`config.mk`:
```
export PLATFORM = sky130hd
export DESIGN_NAME = threshold_alarm_report_scheduler_top
export DESIGN_NICKNAME = d
export VERILOG_FILES = /design/src/tars_pkg.sv /design/src/tars_interval.sv /design/src/threshold_alarm_report_scheduler_top.sv
export VERILOG_INCLUDE_DIRS = /design/src /design/src/src
export SDC_FILE = /design/constraint.sdc
export NUM_CORES = 1
export LEC_CHECK = 0
export BUFFER_PORTS_ARGS = -buffer_cell sky130_fd_sc_hd__buf_2
export CAP_MARGIN = 10
export CORE_ASPECT_RATIO = 1.25
export CORE_MARGIN = 5
export CORE_UTILIZATION = 35
export DETAILED_ROUTE_END_ITERATION = 6
export GPL_TIMING_DRIVEN = 0
export HOLD_SLACK_MARGIN = 0.08
export PLACE_DENSITY = 0.58
export SLEW_MARGIN = 20
export SYNTH_ARGS = -nofsm -noshare
export SYNTH_HDL_FRONTEND = slang
export SYNTH_SLANG_ARGS = --single-unit
```
`constraint.sdc`:
```
create_clock -name clk -period 18.8 [get_ports clk]
set_clock_uncertainty 0.1 [all_clocks]
set_input_delay 1.88 -clock clk [delete_from_list [all_inputs] [get_ports clk]]
set_output_delay 1.88 -clock clk [all_outputs]
set_load 0.005 [all_outputs]
```
`src/threshold_alarm_report_scheduler_top_macros.svh`:
```
// assertion macros for the threshold alarm report scheduler
// no dependencies; included by the top level
`ifndef THRESHOLD_ALARM_REPORT_SCHEDULER_TOP_MACROS_SVH
`define THRESHOLD_ALARM_REPORT_SCHEDULER_TOP_MACROS_SVH

`ifndef SYNTHESIS

// same-cycle implication
`define TARS_ASSERT_IMPLIES(label, clk, rst_n, ante, cons) \
    label: assert property (@(posedge clk) disable iff (!rst_n) (ante) |-> (cons)) \
        else $error("tars assertion failed");

// next-cycle implication
`define TARS_ASSERT_NEXT(label, clk, rst_n, ante, cons) \
    label: assert property (@(posedge clk) disable iff (!rst_n) (ante) |=> (cons)) \
        else $error("tars assertion failed");

`else

`define TARS_ASSERT_IMPLIES(label, clk, rst_n, ante, cons)
`define TARS_ASSERT_NEXT(label, clk, rst_n, ante, cons)

`endif

`endif

```
`src/tars_pkg.sv`:
```
// shared types, constants and the rate factor table for the scheduler
// no dependencies
package tars_pkg;

    localparam int unsigned PERIOD_W   = 16;
    localparam int unsigned FACTOR_W   = 10;
    localparam int unsigned PRODUCT_W  = PERIOD_W + FACTOR_W;
    localparam int unsigned CFG_DATA_W = 16;
    localparam int unsigned CFG_IDX_W  = 3;
    localparam int unsigned FORCE_LOAD = 50000;

    typedef logic [3:0] rate_code_t;

    typedef enum logic [CFG_IDX_W-1:0] {
        CFG_THRESHOLD     = 3'd0,
        CFG_RATE_SELECT   = 3'd1,
        CFG_ACQ_PERIOD    = 3'd2,
        CFG_PERSIST_COUNT = 3'd3,
        CFG_CHECK_WINDOW  = 3'd4
    } cfg_index_t;

    // fast alert interval uses the 60x entry of the table
    localparam rate_code_t RATE_CODE_FAST = 4'd3;
    localparam rate_code_t RATE_CODE_MAX  = 4'd7;

    function automatic logic [FACTOR_W-1:0] rate_factor(input logic [2:0] code);
        logic [FACTOR_W-1:0] f;
        case (code)
            3'd0:    f = 10'd0;
            3'd1:    f = 10'd15;
            3'd2:    f = 10'd30;
            3'd3:    f = 10'd60;
            3'd4:    f = 10'd300;
            3'd5:    f = 10'd600;
            3'd6:    f = 10'd900;
            default: f = 10'd0;
        endcase
        return f;
    endfunction

endpackage

```
`src/tars_interval.sv`:
```
// report interval lookup: rate code to saturated period * factor
// depends on tars_pkg
module tars_interval #(
    parameter int COUNTER_BITS = 16
) (
    input  logic [3:0]                      code,
    input  logic [tars_pkg::PERIOD_W-1:0]   period,
    output logic [COUNTER_BITS-1:0]         interval,
    output logic                            keep
);

    localparam int unsigned WIDE_W = tars_pkg::PRODUCT_W + COUNTER_BITS;
    localparam logic [COUNTER_BITS-1:0] CNT_MAX = {COUNTER_BITS{1'b1}};

    logic [tars_pkg::PRODUCT_W-1:0] product;
    logic [WIDE_W-1:0]              product_wide;

    always_comb
    begin
        product      = tars_pkg::PRODUCT_W'(period) *
                       tars_pkg::PRODUCT_W'(tars_pkg::rate_factor(code[2:0]));
        product_wide = WIDE_W'(product);
        keep         = code[3];
        if (code == tars_pkg::RATE_CODE_MAX) begin
            interval = CNT_MAX;
        end else if (product_wide > WIDE_W'(CNT_MAX)) begin
            interval = CNT_MAX;
        end else begin
            interval = product_wide[COUNTER_BITS-1:0];
        end
    end

endmodule

```
`src/threshold_alarm_report_scheduler_top.sv`:
```
// threshold alarm report scheduler: tick pipeline, config registers, counters
// depends on tars_pkg, tars_interval and the assertion macro header
//
// usage
// - input channel (in_valid / in_ready / low_band_level): one beat per timer
//   tick, carrying the current averaged low-band reading
// - output channel (out_valid / out_ready / acquire / transmit / report_alert /
//   alert_now): exactly one beat per input beat, in order
// - config port (cfg_we / cfg_index / cfg_wdata): write-only, takes effect at
//   the clock edge where cfg_we is high; write only while no tick is in flight
// - a beat moves from the input register to the output register once the latter is
//   empty or draining; throughput: one tick per cycle while out_ready is high;
//   the input register feeds one layer of counter/compare logic into the output
//   register, and the scheduler state advances exactly when a tick moves into it
// - stall: while out_ready is low the output beat holds, the input register
//   still takes one more beat, then in_ready drops until the output drains
// - reset (rst_n low, async): config registers go to their defaults, all
//   counters clear, the first-report flag is set, both pipeline stages empty
// - derived intervals are registered from the config registers, so a write
//   reaches them through the config register and then the interval register
`include "threshold_alarm_report_scheduler_top_macros.svh"

module threshold_alarm_report_scheduler_top #(
    parameter int COUNTER_BITS = 16
) (
    input  logic                                clk,
    input  logic                                rst_n,

    input  logic                                in_valid,
    output logic                                in_ready,
    input  logic [15:0]                         low_band_level,

    output logic                                out_valid,
    input  logic                                out_ready,
    output logic                                acquire,
    output logic                                transmit,
    output logic                                report_alert,
    output logic                                alert_now,

    input  logic                                cfg_we,
    input  logic [tars_pkg::CFG_IDX_W-1:0]      cfg_index,
    input  logic [tars_pkg::CFG_DATA_W-1:0]     cfg_wdata
);

    // compare width: counters against 16-bit config values
    localparam int unsigned CMP_W = (COUNTER_BITS > 16) ? COUNTER_BITS : 16;
    localparam logic [COUNTER_BITS-1:0] CNT_MAX = {COUNTER_BITS{1'b1}};
    localparam logic [COUNTER_BITS-1:0] CNT_ONE = COUNTER_BITS'(1);
    localparam longint unsigned CNT_MAX_L = (64'd1 << COUNTER_BITS) - 64'd1;
    localparam logic [COUNTER_BITS-1:0] FORCE_VAL =
        (longint'(tars_pkg::FORCE_LOAD) > CNT_MAX_L) ? CNT_MAX
                                                     : COUNTER_BITS'(tars_pkg::FORCE_LOAD);

    // config registers
    logic [15:0] threshold_reg,     threshold_next;
    logic [3:0]  rate_select_reg,   rate_select_next;
    logic [15:0] acq_period_reg,    acq_period_next;
    logic [7:0]  persist_count_reg, persist_count_next;
    logic [15:0] check_window_reg,  check_window_next;

    // scheduler state
    logic [COUNTER_BITS-1:0] acq_counter_reg,     acq_counter_next;
    logic [COUNTER_BITS-1:0] report_counter_reg,  report_counter_next;
    logic [COUNTER_BITS-1:0] report_interval_reg, report_interval_next;
    logic [COUNTER_BITS-1:0] persist_counter_reg, persist_counter_next;
    logic [COUNTER_BITS-1:0] window_counter_reg,  window_counter_next;
    logic report_pending_reg, report_pending_next;
    logic first_report_reg,   first_report_next;
    logic check_pending_reg,  check_pending_next;
    logic alert_reg,          alert_next;

    // pipeline
    logic        s1_valid_reg, s1_valid_next;
    logic [15:0] level_reg;
    logic        out_valid_reg, out_valid_next;
    logic        acquire_reg, transmit_reg, report_alert_reg, alert_now_reg;
    logic        acquire_c, transmit_c, report_alert_c;
    logic        in_fire, step;

    // derived intervals
    logic [COUNTER_BITS-1:0] wr_ival, rate_ival, fast_ival;
    logic                    wr_keep, rate_keep, fast_keep;
    logic [COUNTER_BITS-1:0] rate_ival_reg, fast_ival_reg;
    logic                    rate_keep_reg;

    // scratch for the tick update
    logic [COUNTER_BITS-1:0] acq_inc, rc_inc, pc_inc, wc_inc;

    // interval for a freshly written rate code
    tars_interval #(.COUNTER_BITS(COUNTER_BITS)) u_wr_ival (
        .code     (cfg_wdata[3:0]),
        .period   (acq_period_reg),
        .interval (wr_ival),
        .keep     (wr_keep)
    );

    // interval reloaded when the reading drops below threshold
    tars_interval #(.COUNTER_BITS(COUNTER_BITS)) u_rate_ival (
        .code     (rate_select_reg),
        .period   (acq_period_reg),
        .interval (rate_ival),
        .keep     (rate_keep)
    );

    // fast interval used while alerted; its code is never a keep code
    tars_interval #(.COUNTER_BITS(COUNTER_BITS)) u_fast_ival (
        .code     (tars_pkg::RATE_CODE_FAST),
        .period   (acq_period_reg),
        .interval (fast_ival),
        .keep     (fast_keep)
    );

    // handshake: input register parted from output register
    assign step     = s1_valid_reg && (!out_valid_reg || out_ready);
    assign in_ready = !s1_valid_reg || step;
    assign in_fire  = in_valid && in_ready;

    assign out_valid    = out_valid_reg;
    assign acquire      = acquire_reg;
    assign transmit     = transmit_reg;
    assign report_alert = report_alert_reg;
    assign alert_now    = alert_now_reg;

    always_comb
    begin
        s1_valid_next = in_fire ? 1'b1 : (step ? 1'b0 : s1_valid_reg);
        if (step) begin
            out_valid_next = 1'b1;
        end else if (out_ready) begin
            out_valid_next = 1'b0;
        end else begin
            out_valid_next = out_valid_reg;
        end
    end

    // config writes
    always_comb
    begin
        threshold_next     = threshold_reg;
        rate_select_next   = rate_select_reg;
        acq_period_next    = acq_period_reg;
        persist_count_next = persist_count_reg;
        check_window_next  = check_window_reg;
        if (cfg_we) begin
            case (cfg_index)
                tars_pkg::CFG_THRESHOLD:     threshold_next     = cfg_wdata;
                tars_pkg::CFG_RATE_SELECT:   rate_select_next   = cfg_wdata[3:0];
                tars_pkg::CFG_ACQ_PERIOD:    acq_period_next    = cfg_wdata;
                tars_pkg::CFG_PERSIST_COUNT: persist_count_next = cfg_wdata[7:0];
                tars_pkg::CFG_CHECK_WINDOW:  check_window_next  = cfg_wdata;
                default: ;
            endcase
        end
    end

    // one tick of the scheduler
    always_comb
    begin
        acq_counter_next     = acq_counter_reg;
        report_counter_next  = report_counter_reg;
        report_interval_next = report_interval_reg;
        persist_counter_next = persist_counter_reg;
        window_counter_next  = window_counter_reg;
        report_pending_next  = report_pending_reg;
        first_report_next    = first_report_reg;
        check_pending_next   = check_pending_reg;
        alert_next           = alert_reg;
        acquire_c            = 1'b0;
        transmit_c           = 1'b0;
        acq_inc              = '0;
        rc_inc               = '0;
        pc_inc               = '0;
        wc_inc               = '0;

        if (step) begin
            // acquisition pacing
            acq_inc = acq_counter_reg + CNT_ONE;
            acq_counter_next = acq_inc;
            if (CMP_W'(acq_period_reg) <= CMP_W'(acq_inc)) begin
                acquire_c           = 1'b1;
                acq_counter_next    = '0;
                report_pending_next = 1'b1;
                check_pending_next  = 1'b1;
                if (first_report_reg) begin
                    report_counter_next = FORCE_VAL;
                    first_report_next   = 1'b0;
                end
            end

            // report pacing
            rc_inc = report_counter_next + CNT_ONE;
            report_counter_next = rc_inc;
            if (report_interval_reg <= rc_inc) begin
                report_counter_next = '0;
                if (report_pending_next) begin
                    report_pending_next = 1'b0;
                    transmit_c          = 1'b1;
                end
            end

            // threshold check, once per acquisition
            if (check_pending_next) begin
                check_pending_next = 1'b0;
                if (threshold_reg <= level_reg) begin
                    pc_inc = persist_counter_reg + CNT_ONE;
                    persist_counter_next = pc_inc;
                    if (CMP_W'(persist_count_reg) <= CMP_W'(pc_inc)) begin
                        persist_counter_next = '0;
                        report_interval_next = fast_ival_reg;
                        report_counter_next  = FORCE_VAL;
                        alert_next           = 1'b1;
                        report_pending_next  = 1'b1;
                    end
                end else begin
                    alert_next = 1'b0;
                    if (!rate_keep_reg) begin
                        report_interval_next = rate_ival_reg;
                    end
                end
            end

            // persistence window
            wc_inc = window_counter_reg + CNT_ONE;
            if (persist_counter_next != '0) begin
                window_counter_next = wc_inc;
            end
            if (CMP_W'(check_window_reg) <= CMP_W'(window_counter_next)) begin
                window_counter_next  = '0;
                persist_counter_next = '0;
            end
        end else if (cfg_we && cfg_index == tars_pkg::CFG_RATE_SELECT && !wr_keep) begin
            // rate switch write loads the interval directly
            report_interval_next = wr_ival;
        end

        report_alert_c = transmit_c && alert_reg;
    end

    always_ff @(posedge clk or negedge rst_n)
    begin
        if (!rst_n) begin
            threshold_reg       <= 16'd6554;
            rate_select_reg     <= 4'd0;
            acq_period_reg      <= 16'd50;
            persist_count_reg   <= 8'd30;
            check_window_reg    <= 16'd2800;
            acq_counter_reg     <= '0;
            report_counter_reg  <= '0;
            report_interval_reg <= '0;
            persist_counter_reg <= '0;
            window_counter_reg  <= '0;
            report_pending_reg  <= 1'b0;
            first_report_reg    <= 1'b1;
            check_pending_reg   <= 1'b0;
            alert_reg           <= 1'b0;
            s1_valid_reg        <= 1'b0;
            out_valid_reg       <= 1'b0;
        end else begin
            threshold_reg       <= threshold_next;
            rate_select_reg     <= rate_select_next;
            acq_period_reg      <= acq_period_next;
            persist_count_reg   <= persist_count_next;
            check_window_reg    <= check_window_next;
            acq_counter_reg     <= acq_counter_next;
            report_counter_reg  <= report_counter_next;
            report_interval_reg <= report_interval_next;
            persist_counter_reg <= persist_counter_next;
            window_counter_reg  <= window_counter_next;
            report_pending_reg  <= report_pending_next;
            first_report_reg    <= first_report_next;
            check_pending_reg   <= check_pending_next;
            alert_reg           <= alert_next;
            s1_valid_reg        <= s1_valid_next;
            out_valid_reg       <= out_valid_next;
        end
    end

    // payload registers, no reset
    always_ff @(posedge clk)
    begin
        if (in_fire) begin
            level_reg <= low_band_level;
        end
        if (step) begin
            acquire_reg      <= acquire_c;
            transmit_reg     <= transmit_c;
            report_alert_reg <= report_alert_c;
            alert_now_reg    <= alert_next;
        end
        // fast code is a table code, never a keep code
        rate_ival_reg <= rate_ival;
        rate_keep_reg <= rate_keep;
        fast_ival_reg <= fast_keep ? fast_ival_reg : fast_ival;
    end

    // checks
    `TARS_ASSERT_IMPLIES(a_alert_bit_needs_tx, clk, rst_n, out_valid_reg && report_alert_reg, transmit_reg)
    `TARS_ASSERT_IMPLIES(a_alert_arms_report, clk, rst_n, $rose(alert_reg), report_pending_reg)
    `TARS_ASSERT_IMPLIES(a_first_on_acquire, clk, rst_n, $fell(first_report_reg), out_valid_reg && acquire_reg)
    `TARS_ASSERT_NEXT(a_no_tick_no_count, clk, rst_n, !step, $stable(acq_counter_reg))

endmodule

```
==> flow_metrics.py, run 1 <==
metrics = {
    "sta": {
        "slew_violations": 0,
        "finalCriticalPeriod_ps": 9960,
        "rsz0062_at_grt": "false",
        "tightest_slew_ps": 1020,
        "max_slew_margin_pct": 31.9,
        "layout_setup_ws_ps": 8840,
        "setup_viol": 0,
        "hold_viol": 0,
        "fin_crit_sh_pct": 53.0,
        "setup_tns_ps": 0,
        "fmax_mhz": 100,
    },
    "critical_path": {
        "crit_arrival_ps": 10200,
        "start_kind": "input port",
        "crit_required_ps": 19040,
        "critPathMaxFanout": 10,
        "endpoint_kind": "flip-flop",
        "critical_path_class": "in -> reg",
    },
    "power_and_ir_drop": {
        "p_comb_share_pct": 76.0,
        "p_per_area_mw_per_mm2": 164,
        "clock_power_share_pct": 9.3,
        "p_sw_uw": 2080,
        "pwr-share-seq_pct": 14.6,
        "p_total_uw": 3990,
        "vdd_drop_max_mv": 0.212,
        "p_int_uw": 1910,
        "p_sw_share_pct": 52.2,
        "p_leak_uw": 0.0114,
    },
    "floorplanning": {
        "core_mm2": 0.0634,
        "initial_core_util_pct": 35.4,
        "die_height_um": 293,
        "io_pins": 46,
        "die_x_um": 237,
        "num_rows": 103,
        "dieArea_mm2": 0.0694,
    },
    "route": {
        "ant_nets": 0,
        "wl_per_cell_um": 17.7,
        "vias": 17314,
        "detail_route.first_pass.iterations": 7,
        "viasPerCell": 5.15,
        "routed_wl_um": 59500,
        "drc_errors": 0,
        "drt-initial-drc-count": 790,
    },
    "cells_and_area": {
        "area_delta_synth_final_pct": 8.55,
        "final_common_cell": "inv_1",
        "final_cell_area_mm2": 0.0244,
        "post-route-util_pct": 38.4,
        "mostFrequentLayoutCells": "323 x inv_1, 308 x nand2_1, 249 x fa_1, 221 x ha_1, 135 x and2_1",
        "nets": 3018,
        "drive_gt1_share_pct": 8.37,
    },
    "placement": {
        "place.gp.congestion": 0.896,
        "dp_slack_ps": 8370,
        "io_buffer_count": 43,
        "placed_area_mm2": 0.0238,
        "hpwl_um": 48700,
    },
    "clock_tree": {
        "clock_sinks": 197,
        "postCtsSetupBuffers": 0,
        "cts_root_buffer": "clkbuf_16",
        "clk_pin_slew_ps": 70,
        "cts_resized": 0,
        "numCtsBuffers": 17,
        "clk-insertion-delay-late_ps": 460,
        "cts_tree": "yes",
        "hold_buffers": 0,
        "h-tree-depth": 4,
        "clockBufferDepth": 2,
    },
    "global_routing": {
        "antenna_found_initial": 3,
        "grt_pass1_wl_um": 97400,
        "grt_pass1_vias": 18567,
        "grt_overflow": 0,
        "gr-usage-all-layers_pct": 17.3,
        "grt_max_degree": 86,
    },
    "yosys": {
        "syn_nets": 2955,
        "yosys-top-cells-area": "fa_1 22%, dfrtp_1 14%, ha_1 12%",
        "syn-cell-area_mm2": 0.0225,
        "yosysTopAreaCell": "fa_1",
        "synth-edff-count": 20,
        "synth.top_cell.area_share_pct": 22.2,
        "async_reset_ff_share_pct": 73.6,
        "syn-instance-count": 2445,
        "synth-seq-cells": 197,
        "synth_cell_types": 88,
        "seq_area_frac_synth_pct": 21.8,
        "avgSynthCellArea_um2": 9.18,
        "yosys_warnings": 0,
        "ys.flop_type": "dfrtp_1",
    },
    "run_status": {
        "outcome": "completed",
    },
    "min_path": {
        "hp-class": "reg -> reg",
    },
    "run": {
        "maxCapViolCount": 0,
    },
}
-- cell type report --
| class | instances | area, um^2 |
|---|---|---|
| fillers | 6417 | 39000 |
| multi-input cells | 1824 | 16000 |
| flip-flops and latches | 197 | 4900 |
| inverters | 326 | 1220 |
| well taps | 840 | 1050 |
| clock buffers | 18 | 429 |
| plain buffers | 98 | 403 |
| repair buffers | 44 | 253 |
| clock inverters | 14 | 165 |
| diodes | 1 | 2.50 |
-- synth_stat cells (9+ instances only) --
master    instances
or4_1            17
nor4_1            9
dfxtp_1          32
nand4_1          29
nor2_1           94
xor2_1           35
o31ai_1          13
and3_1           35
nand2_1         308
nand2b_1         33
and2_1          135
fa_1            249
mux2_2           53
dfstp_2          21
inv_1           323
xnor2_1          58
o21ai_1          12
or2_2            14
nor2b_1          18
o21ai_0         101
edfxtp_1         20
o21a_1           17
nand3_1          50
a21oi_1          94
a21o_1           27
o211ai_1         18
mux2i_1          34
ha_1            221
nor3_1           30
dfrtp_1         124
clkbuf_1         85
nand2_2           9
-- final timing paths --
check	from	end	slack, ps	depth (start not counted)
min in group asynchronous	rst_n	window_counter_reg[10]	1230	1
worst min-delay path	first_report_reg	first_report_reg	390	1
worst min register to register	first_report_reg	first_report_reg	390	1
max in group asynchronous	rst_n	first_report_reg	16540	2
worst max-delay path	cfg_wdata[0]	report_interval_reg[4]	8840	26
worst max register to register	rate_select_reg[1]	rate_ival_reg[4]	9890	24
-- critical path, cell delays in order --
cell and delay, ps:
buf_2 180, clkbuf_1 670, nor3_1 170, a21oi_1 590, clkbuf_1 500, nand2_1 160
fa_1 570, inv_1 50, fa_1 500, inv_1 50, fa_1 470, inv_1 50
fa_1 530, inv_1 50, fa_1 520, inv_1 40, ha_1 340, a2111oi_0 430
a21oi_1 220, a31oi_1 460, o21a_1 240, o21bai_1 80, a21o_1 210, a2111oi_4 760
buf_2 350, a21oi_1 90
-- kinds of logic after synthesis --
family          count (synthesis)  share of synthesized area, %
simple gates                  807                          17.9
fa+ha+maj                     470                          34.5
buf+inv                       424                          7.24
compound gates                366                          10.7
flops                         197                          21.8
xor+xnor                       93                          3.63
mux                            88                          4.23
-- power groups by stage --
| stage | logic (uW) | registers (uW) | clock network, uW |
|---|---|---|---|
| floorplan | 2300 | 564 | 0 |
| global placement | 2950 | 591 | 0 |
| detailed placement | 3030 | 594 | 0 |
| CTS | 3060 | 586 | 382 |
| global route | 3450 | 597 | 397 |
| finish | 3040 | 585 | 373 |
-- through the flow --
stage | instances | hold WS [ps]
finish | 3362 | 391
global route | 3361 | 417
CTS | 3361 | 391
detailed placement | 3329 | 381
global placement | 3328 | 372
floorplan | 2445 | 268
-- metal layers --
| metal | share of wire, % | vias up | GRT usage, % |
|---|---|---|---|
| met3 | 2.7 | 105 | 1.50 |
| met1 | 42 | 8704 | 21.4 |
| met5 | 0 | - | 0 |
| li1 | - | 8206 | - |
| met2 | 52 | 299 | 31.6 |
| met4 | 3.3 | 0 | 6.15 |
Note: power is estimated with default switching activity, not from simulation.
==> inputs of run 2 (changes only) <==
- PLACE_DENSITY: 0.58 -> 0.59
- clock period: 18.8 -> 8.8 ns (I/O delays scaled with it)
==> flow_metrics.py, run 2 (synthesized netlist as in run 1, its figures left out) <==
metrics = {
    "run_status": {
        "outcome": "completed",
    },
    "cells_and_area": {
        "final_common_cell": "inv_1",
        "drive_gt1_share_pct": 8.68,
        "area_delta_synth_final_pct": 8.68,
        "multi_input_area_mm2": 0.0160,
        "final_cell_area_mm2": 0.0244,
        "mostFrequentLayoutCells": "323 x inv_1, 308 x nand2_1, 249 x fa_1, 221 x ha_1, 135 x and2_1",
        "nets": 3019,
        "diodes": 0,
        "post-route-util_pct": 38.5,
        "n_fill_cell": 6491,
        "regArea_mm2": 0.00490,
    },
    "critical_path": {
        "reg2reg_depth": 22,
        "cp_common_cell": "fa_1",
        "max_stage_delay_ps": 870,
        "critical_path_class": "reg -> reg",
        "crit_arrival_ps": 8780,
        "crit_start": "rate_select_reg[1]",
        "crit_slowest_cell": "o41ai_1",
        "ff2ff_setup_slack_ps": 230,
        "crit_required_ps": 9010,
        "start_kind": "flip-flop",
        "worstPathCellList": "clkbuf_1 > clkbuf_1 > nor3_1 > a21oi_2 > clkbuf_1 > nand2_1 > fa_1 > inv_1 > fa_1 > inv_1 > fa_1 > fa_1 > inv_1 > fa_1 > ha_1 > o41ai_1 > nor3_1 > o31ai_1 > o211ai_1 > o31ai_2 > clkbuf_1 > nand3_1",
        "crit_end": "rate_ival_reg[5]",
        "r2r_end": "rate_ival_reg[5]",
        "worstReg2RegStart": "rate_select_reg[1]",
        "critPathMaxFanout": 10,
        "endpoint_kind": "flip-flop",
    },
    "clock_tree": {
        "numCtsBuffers": 17,
        "clockBufferDepth": 2,
        "cts_tree": "yes",
        "clock_sinks": 197,
        "cts_root_buffer": "clkbuf_16",
        "clk_pin_slew_ps": 80,
        "clk-insertion-delay-late_ps": 460,
        "hold_buffers": 0,
        "h-tree-depth": 4,
    },
    "power_and_ir_drop": {
        "p_per_area_mw_per_mm2": 349,
        "p_sw_uw": 4470,
        "vdd_drop_max_mv": 0.334,
        "p_sw_share_pct": 52.4,
        "clock_power_share_pct": 9.2,
        "p_comb_share_pct": 76.2,
        "pwr-share-seq_pct": 14.7,
        "p_leak_uw": 0.0114,
        "p_int_uw": 4060,
        "p_total_uw": 8530,
    },
    "placement": {
        "place.gp.congestion": 0.886,
        "io_buffer_count": 43,
        "placed_area_mm2": 0.0238,
        "hpwl_um": 48400,
    },
    "route": {
        "routed_wl_um": 59200,
        "drt-initial-drc-count": 854,
        "ant_nets": 0,
        "detail_route.first_pass.iterations": 5,
        "viasPerCell": 5.18,
        "vias": 17400,
        "drc_errors": 0,
        "wl_per_cell_um": 17.6,
    },
    "floorplanning": {
        "num_rows": 103,
        "io_pins": 46,
        "dieArea_mm2": 0.0694,
        "initial_core_util_pct": 35.4,
        "die_height_um": 293,
        "die_x_um": 237,
        "core_mm2": 0.0634,
    },
    "sta": {
        "slew_violations": 0,
        "fmax_mhz": 117,
        "hold_viol": 0,
        "max_slew_margin_pct": 28.3,
        "tightest_slew_ps": 1060,
        "fin_crit_sh_pct": 97.4,
        "finalCriticalPeriod_ps": 8570,
        "setup_viol": 0,
    },
    "global_routing": {
        "grt_pass1_wl_um": 96900,
        "antenna_found_initial": 7,
        "grt_pass1_vias": 18318,
        "gr-usage-all-layers_pct": 17.2,
        "grt_max_degree": 81,
        "grt_overflow": 0,
    },
    "run": {
        "maxCapViolCount": 0,
    },
    "min_path": {
        "hp-class": "in -> async",
    },
}
run 2: cell count changes in the layout (fill, tap and decap cells not counted), moves of 2 or more:
cell / before / now
a21oi_1: 94 / 90
a21oi_2: 2 / 6
clkbuf_1: 86 / 82
buf_4: 1 / 3
clkbuf_2: 0 / 2
clkinv_8: 2 / 4
run 2: cell type report:
class | count | area share (%)
plain buffers | 97 | 1.65
clock buffers | 17 | 1.74
clock inverters | 15 | 0.656
inverters | 326 | 5.01
multi-input cells | 1824 | 65.5
flip-flops and latches | 197 | 20.1
well taps | 840 | 4.31
repair buffers | 46 | 1.10
run 2: power groups by stage:
stage,clock network [uW],registers [uW],logic (uW)
after floorplan,0,1200,4910
after global placement,0,1260,6280
after detailed placement,0,1270,6450
after CTS,800,1250,6510
after global routing,834,1270,7350
final,782,1250,6490
run 2: how the worst min path moves through the flow:
stage | from | end | slack [ps] | cells after the start
after global routing | rst_n | window_counter_reg[9] | 270 | 1
after floorplan | rate_select_reg[3] | rate_keep_reg | 270 | 0
after global placement | s1_valid_reg | out_valid | 370 | 1
final | rst_n | window_counter_reg[9] | 240 | 1
after CTS | rst_n | window_counter_reg[9] | 260 | 1
after detailed placement | first_report_reg | first_report_reg | 380 | 1
run 2: timing repair:
action / in CTS / in global routing
buffers inserted: 0 / 2
pin swaps: 0 / 2
gates resized for setup: 0 / 10
setup endpoints to repair: 10 / 50
gates cloned: 0 / 0
run 2: layer usage:
metal  vias up  GRT usage [%]  share of wire (%)
met5         -              0                  0
met4         0           5.44                3.0
met3        98           1.66                3.5
met2       348           31.6                 52
met1      8738           21.4                 42
li1       8216              -                  -
run 2: metrics by stage:
step / TNS [ps] / worst slack (ps) / instances / hold WS [ps]
after floorplan: 0 / 1520 / 2445 / 268
after global placement: -7280 / -482 / 3328 / 371
after detailed placement: -7160 / -550 / 3329 / 380
after CTS: 0 / 40.0 / 3360 / 256
after global routing: -10.5 / -10.5 / 3362 / 272
final: 0 / 228 / 3362 / 240
run 2: worst max-delay path, delay by kind of cell (launching register included):
family | cells | cell delay [ps]
buf+inv | 7 | 1800
compound gates | 5 | 2800
flops | 1 | 330
simple gates | 4 | 720
fa+ha+maj | 6 | 2660
